--- config.mk ---
export PLATFORM = sky130hd
export DESIGN_NAME = modular_exponentiation
export DESIGN_NICKNAME = d
export VERILOG_FILES = /design/src/mexp_pkg.sv /design/src/mexp_mulmod.sv /design/src/modular_exponentiation.sv
export SDC_FILE = /design/constraint.sdc
export NUM_CORES = 1
export LEC_CHECK = 0
export BUFFER_PORTS_ARGS = -buffer_cell sky130_fd_sc_hd__buf_4
export CAP_MARGIN = 15
export CORE_AREA = 2 2 230 175
export CTS_BUF_LIST = sky130_fd_sc_hd__clkbuf_4 sky130_fd_sc_hd__clkbuf_8
export CTS_CLUSTER_SIZE = 40
export DETAILED_ROUTE_END_ITERATION = 6
export DIE_AREA = 0 0 232 177
export GPL_TIMING_DRIVEN = 1
export PLACE_DENSITY = 0.88
export RECOVER_POWER = 100
export SYNTH_ARGS = -nofsm -noshare
export SYNTH_HDL_FRONTEND = slang
export SYNTH_SLANG_ARGS = --single-unit
export TNS_END_PERCENT = 1
--- constraint.sdc ---
create_clock -name i_clk -period 22.3 [get_ports i_clk]
set_clock_uncertainty 0.05 [all_clocks]
set_input_delay 2.23 -clock i_clk [delete_from_list [all_inputs] [get_ports i_clk]]
set_output_delay 2.23 -clock i_clk [all_outputs]
set_load 0.005 [all_outputs]
--- src/mexp_pkg.sv ---
// Shared widths, constants and types for the modular exponentiation block.
package mexp_pkg;

    localparam int MOD_WIDTH  = 32;
    localparam int EXP_WIDTH  = 63;
    localparam int BASE_WIDTH = 63;
    localparam int OUT_WIDTH  = 32;
    localparam int CNT_WIDTH  = $clog2(BASE_WIDTH);

    // Per-cycle control of one serial modular multiplier.
    typedef struct packed {
        logic clear;
        logic step;
        logic ybit;
    } t_mul_ctl;

endpackage

--- src/mexp_mulmod.sv ---
// Bit-serial interleaved modular multiplier: one multiplier bit per cycle while step is set, MSB first.
module mexp_mulmod
    import mexp_pkg::*;
(
    input  logic                 i_clk,
    input  t_mul_ctl             i_ctl,
    input  logic [MOD_WIDTH-1:0] i_x,
    input  logic [MOD_WIDTH-1:0] i_mod,
    output logic [MOD_WIDTH-1:0] o_prod
);

    logic [MOD_WIDTH-1:0] r_p;
    logic [MOD_WIDTH-1:0] n_p;
    logic [MOD_WIDTH:0]   dbl;
    logic [MOD_WIDTH:0]   sum;
    logic [MOD_WIDTH:0]   mod_ext;

    assign mod_ext = {1'b0, i_mod};

    always_comb begin
        // p = 2p mod m, then p = p + x mod m when the multiplier bit is set
        dbl = {r_p, 1'b0};
        if (dbl >= mod_ext) begin
            dbl = dbl - mod_ext;
        end
        sum = {1'b0, dbl[MOD_WIDTH-1:0]};
        if (i_ctl.ybit) begin
            sum = sum + {1'b0, i_x};
        end
        if (sum >= mod_ext) begin
            sum = sum - mod_ext;
        end
        if (i_ctl.clear) begin
            n_p = '0;
        end else if (i_ctl.step) begin
            n_p = sum[MOD_WIDTH-1:0];
        end else begin
            n_p = r_p;
        end
    end

    always_ff @(posedge i_clk) begin
        r_p <= n_p;
    end

    assign o_prod = r_p;

endmodule

--- src/modular_exponentiation.sv ---
// Modular exponentiation by right-to-left square-and-multiply over bit-serial multipliers.
//
// Pulse i_start while o_busy is low to hand in base, exponent and modulus; the
// result appears on o_power_mod for exactly one cycle with o_done high, and must
// be taken then, since the block cannot be stalled. A zero exponent returns 1 in the
// cycle after the start. Otherwise the block first reduces the base modulo the
// modulus, one base bit per cycle, passes the setup state, and then, for each
// exponent bit up to the highest set bit, steps through the multiplier bits and
// ends with one update. The serial modular multipliers run the square and the
// multiply side by side. o_busy drops in the strobe cycle.
module modular_exponentiation
    import mexp_pkg::*;
(
    input  logic                  i_clk,
    input  logic                  i_rst_n,
    input  logic                  i_start,
    input  logic [BASE_WIDTH-1:0] i_base_value,
    input  logic [62:0]           i_exponent,
    input  logic [31:0]           i_modulus,
    output logic                  o_busy,
    output logic                  o_done,
    output logic [OUT_WIDTH-1:0]  o_power_mod
);

    localparam logic [2:0] ST_IDLE   = 3'd0;
    localparam logic [2:0] ST_REDUCE = 3'd1;
    localparam logic [2:0] ST_SETUP  = 3'd2;
    localparam logic [2:0] ST_MUL    = 3'd3;
    localparam logic [2:0] ST_UPDATE = 3'd4;

    logic [2:0]            r_state,  n_state;
    logic [CNT_WIDTH-1:0]  r_cnt,    n_cnt;
    logic [BASE_WIDTH-1:0] r_base,   n_base;
    logic [EXP_WIDTH-1:0]  r_exp,    n_exp;
    logic [MOD_WIDTH-1:0]  r_mod,    n_mod;
    logic [MOD_WIDTH-1:0]  r_acc,    n_acc;
    logic [MOD_WIDTH-1:0]  r_pw,     n_pw;
    logic [MOD_WIDTH-1:0]  r_y,      n_y;
    logic                  r_done,   n_done;
    logic [OUT_WIDTH-1:0]  r_out,    n_out;

    t_mul_ctl              mul_ctl;
    t_mul_ctl              sq_ctl;
    logic [MOD_WIDTH-1:0]  sq_x;
    logic [MOD_WIDTH-1:0]  mul_prod;
    logic [MOD_WIDTH-1:0]  sq_prod;
    logic [EXP_WIDTH-1:0]  exp_shr;
    logic [MOD_WIDTH-1:0]  acc_upd;
    logic                  accept;

    assign accept  = i_start && (r_state == ST_IDLE);
    assign exp_shr = r_exp >> 1;
    assign acc_upd = r_exp[0] ? mul_prod : r_acc;

    always_comb begin
        n_state = r_state;
        n_cnt   = r_cnt;
        n_base  = r_base;
        n_exp   = r_exp;
        n_mod   = r_mod;
        n_acc   = r_acc;
        n_pw    = r_pw;
        n_y     = r_y;
        n_done  = 1'b0;
        n_out   = r_out;
        mul_ctl = '0;
        sq_ctl  = '0;
        sq_x    = r_pw;

        unique case (r_state)
            ST_IDLE: begin
                if (accept) begin
                    n_base = i_base_value;
                    n_exp  = i_exponent[EXP_WIDTH-1:0];
                    n_mod  = i_modulus[MOD_WIDTH-1:0];
                    n_acc  = MOD_WIDTH'(1);
                    n_cnt  = '0;
                    sq_ctl.clear = 1'b1;
                    if (i_exponent[EXP_WIDTH-1:0] == '0) begin
                        n_done = 1'b1;
                        n_out  = OUT_WIDTH'(1);
                    end else begin
                        n_state = ST_REDUCE;
                    end
                end
            end
            ST_REDUCE: begin
                // base mod m: the squaring unit with x = 1 and the base bits as multiplier
                sq_x        = MOD_WIDTH'(1);
                sq_ctl.step = 1'b1;
                sq_ctl.ybit = r_base[BASE_WIDTH-1];
                n_base      = r_base << 1;
                n_cnt       = r_cnt + CNT_WIDTH'(1);
                if (r_cnt == CNT_WIDTH'(BASE_WIDTH - 1)) begin
                    n_state = ST_SETUP;
                end
            end
            ST_SETUP: begin
                n_pw          = sq_prod;
                n_y           = sq_prod;
                n_cnt         = '0;
                mul_ctl.clear = 1'b1;
                sq_ctl.clear  = 1'b1;
                n_state       = ST_MUL;
            end
            ST_MUL: begin
                mul_ctl.step = 1'b1;
                mul_ctl.ybit = r_y[MOD_WIDTH-1];
                sq_ctl.step  = 1'b1;
                sq_ctl.ybit  = r_y[MOD_WIDTH-1];
                n_y          = r_y << 1;
                n_cnt        = r_cnt + CNT_WIDTH'(1);
                if (r_cnt == CNT_WIDTH'(MOD_WIDTH - 1)) begin
                    n_state = ST_UPDATE;
                end
            end
            ST_UPDATE: begin
                n_acc         = acc_upd;
                n_pw          = sq_prod;
                n_y           = sq_prod;
                n_exp         = exp_shr;
                n_cnt         = '0;
                mul_ctl.clear = 1'b1;
                sq_ctl.clear  = 1'b1;
                // stop once no set exponent bit remains
                if (exp_shr == '0) begin
                    n_done  = 1'b1;
                    n_out   = (r_mod == '0) ? '0 : OUT_WIDTH'(acc_upd);
                    n_state = ST_IDLE;
                end else begin
                    n_state = ST_MUL;
                end
            end
            default: begin
                n_state = ST_IDLE;
            end
        endcase
    end

    always_ff @(posedge i_clk) begin
        if (!i_rst_n) begin
            r_state <= ST_IDLE;
            r_done  <= 1'b0;
            r_cnt   <= '0;
        end else begin
            r_state <= n_state;
            r_done  <= n_done;
            r_cnt   <= n_cnt;
        end
    end

    always_ff @(posedge i_clk) begin
        r_base <= n_base;
        r_exp  <= n_exp;
        r_mod  <= n_mod;
        r_acc  <= n_acc;
        r_pw   <= n_pw;
        r_y    <= n_y;
        r_out  <= n_out;
    end

    mexp_mulmod u_mul (
        .i_clk  (i_clk),
        .i_ctl  (mul_ctl),
        .i_x    (r_acc),
        .i_mod  (r_mod),
        .o_prod (mul_prod)
    );

    mexp_mulmod u_sq (
        .i_clk  (i_clk),
        .i_ctl  (sq_ctl),
        .i_x    (sq_x),
        .i_mod  (r_mod),
        .o_prod (sq_prod)
    );

    assign o_busy      = (r_state != ST_IDLE);
    assign o_done      = r_done;
    assign o_power_mod = r_out;

endmodule

==> summary.txt <==
Die
  – IO Pins: 195
  – CORE AREA: 39000 sq um
  – Chip width: 232 microns
  – Die ar.: a little over 40000 sq um
  – Initial Util: 67.1%
  – Die span in y: 177 microns
  – FP Rows: 63

Placed design
  – # port buffers: 194
  – Dpl hpwl: a little over 60000 microns
  – Dpl cells: 3485
  – Placer Congestion: 1.04

Worst setup path
  – CP Capture Type: register
  – Required @ worst endpoint: roughly 23 ns
  – Crit-path slowest cell: nor2_1
  – Crit path max fanout: 56
  – Slowest stage delay, CP: approximately 1.5 ns
  – Startpoint Class: register
  – Most common cell on crit path: nand2b_1
  – Crit Path Category: register to register
  – Critical path's top delay family: simple AND/OR/NAND/NOR gates
  – Buf+Inv Stages, Crit Path: 3
  – CP Data Arrival Time: 12.43 ns

Synthesis
  – Sequential fraction of the synthesis area: between 30% and 40%
  – Adder-cell share of the synthesized area: 9.74%
  – Synth Flop Type: edfxtp_1
  – Multiplexer area fraction after synthesis: 6.05%
  – Synth cell types: 80
  – Mean Syn Cell Area: 9.15 sq um
  – Post-Synth XOR/XNOR Area: under 10%
  – Yosys reg bits: 360
  – Compound-Gate Fraction of Synth Area: 18.1%
  – Asr flop ratio synth: 0%
  – Synth Cell Area: between 20000 and 30000 sq um
  – Number of synthesized flops with an enable pin: between 200 and 300
  – Syn Nets: between 3000 and 4000
  – Ys Warns: 0
  – Syn Inst Count: 2860
  – Synth Area in Simple Gates: 19.2%
  – Largest family of logic cells by synthesized area: simple AND/OR/NAND/NOR gates

Drt
  – Top routing layer in use: met5
  – DR vias/cell: 6.64
  – Met3 Routed Length: approximately 8900 microns
  – Iter 0 DRT Violations: about 2900
  – Vias: 23900
  – TritonRoute pass-1 iters: 6
  – Wire per inst: 22.5 microns
  – DRC: 0
  – Routed wl met2: 35900 microns
  – M1 wire length: around 33000 microns
  – Total wire length: 81000 microns
  – Antenna Nets Post-Route: 0

Cells and area
  – Area growth from synthesis to layout: 10.9%
  – Nets: 3384
  – Share of cells above drive strength 1: 12.1%
  – Fin cells: 3591
  – Commonest cells after routing, fill and taps aside: 514 x nand2_1, 286 x edfxtp_1, 194 x ha_1
  – Leading cell type in the layout, fill and taps excluded: nand2_1
  – Fillers: between 2000 and 3000

Clocking
  – Total CTS buffers: 56
  – Post-cts sizing count: 0
  – Postcts setup bufs: 0
  – Clock tree buffer depth: 3
  – Clk slew on worst S/H paths: 0.07 ns
  – Insertion delay to the later sink of the worst-skew pair: 0.67 ns
  – CTS tree: yes
  – Clk Tree Root Cell: clkbuf_8
  – CTS Sinks: 360
  – CTS HTree Levels: 2
  – CTS Hold Buffers Added: 0

GRT
  – Largest net degree at the start of global routing: about 110
  – Global route overflow: 0
  – Vias in the first global route: between 20000 and 25000
  – GR Util All Layers: 38.3%
  – First-pass GRT wire length: approximately 120000 microns
  – Initial antenna violation count: 1

STA
  – Worst-margin pin slew: 4.71 ns
  – Slew Limit Fails: 678
  – Final hold viol count: 0
  – Setup TNS: 0 ns
  – Final setup fails: 0
  – Min Clock Period, post-route: about 12 ns
  – Period utilization: between 50% and 60%
  – Worst slew margin: -214%
  – Max Clk Rate: 0.0841 GHz
  – RSZ-0062 raised after global routing: no

Job
  – Max cap viols: 14

Power and ir drop
  – Pwr/cell area: 175 nW/um^2
  – Max IR drop VDD: 0.111 mV
  – Static Leak: roughly 13 nW

Run status
  – Failing checks: capacitance limit, slew limit
  – Outcome: finished with violations

Hold path
  – Tightest Hold Check Type: register to register
[worst min-delay path, stage by stage (launching register included)]
cell and delay [ns]:
edfxtp_1 0.32, nand2_1 0.04, nand2_1 0.04
[through the flow]
step	util (%)	hold slack (ns)	setup WS, ns	cell area, sq um	power (mW)
detailed placement	71.9	0.447	12.73	28100	4.34
global route	74.3	0.485	9.95	29000	5.38
floorplan	-	0.411	14.73	26200	3.51
CTS	75.0	0.465	12.66	29300	4.97
finish	74.4	0.460	10.41	29000	5.08
global placement	71.9	0.425	12.91	28100	4.22
[sequential cells by signal, summed over array words and instances (netlist names), 6 cells and up]
register	flops
o_power_mod	32
r_acc	32
r_base	63
r_cnt	6
r_exp	63
r_mod	32
r_pw	32
r_y	32
u_mul.o_prod	32
u_sq.o_prod	32
[where the power goes]
part	total [mW]	leakage (nW)	switching [mW]	internal, mW
combinational	3.31	8.74	2.03	1.28
clock	0.610	0.629	0.286	0.324
sequential	1.16	3.33	0.134	1.03
total	5.08	12.7	2.45	2.63
[area by class of cell]
type / instances / area (sq um) / area share [%]
inverter: 104 / 390 / 1.35
clock inverter: 26 / 249 / 0.858
multi-input combinational: 2283 / 15300 / 52.6
tap: 520 / 651 / 2.24
sequential: 360 / 10100 / 34.7
timing repair buffer: 218 / 1430 / 4.94
antenna: 1 / 2.50 / 0.00863
clock buffer: 79 / 950 / 3.27
[logic make-up (layout without fill, tap and decap cells)]
| logic type | after synthesis | count (layout) |
|---|---|---|
| DFF | 360 | 360 |
| muxes | 144 | 144 |
| AOI/OAI and AO/OA | 698 | 698 |
| and+or+nand+nor | 1087 | 1087 |
| xor gates and xnor gates | 154 | 154 |
| adders and majority gates | 200 | 200 |
| buffers and inverters | 217 | 427 |
| other | 0 | 1 |
[routing by layer]
layer,GRT usage (%),up-vias
met5,0,-
met4,13.8,2
met3,7.22,217
met2,60.5,1495
met1,52.9,11200
li1,-,10900
[synth_stat cells (28+ instances only)]
cell        n  share of area, %
nor4_1     47               1.1
nor3_1     72               1.4
inv_1     104               1.5
ha_1      194               9.3
nor2_1    164               2.4
o21a_1     28              0.80
nand2b_1   33              0.79
a221o_1    36               1.4
clkbuf_1   96               1.4
mux2_2     78               3.4
o21ai_0   117               2.2
mux2i_1    57               2.2
nand4_1    39              0.93
xor2_1     72               2.4
nand3_1    42              0.80
a21o_1     86               2.5
xnor2_1    82               2.7
a21oi_1   175               3.3
nand2_1   515               7.4
and3_1     29              0.69
a211oi_1   35               1.0
dfxtp_1    74               5.7
edfxtp_1  286                33
and2_1     67               1.6
[worst paths after layout]
path	start	end	slack, ns	cells after the start
min reg2reg	r_base[39]	r_base[40]	0.46	2
max	r_state[0]	u_sq.o_prod[6]	10.41	26
min	r_base[39]	r_base[40]	0.46	2
max reg2reg	r_state[0]	u_sq.o_prod[6]	10.41	26
(Power assumes the default switching activity.)
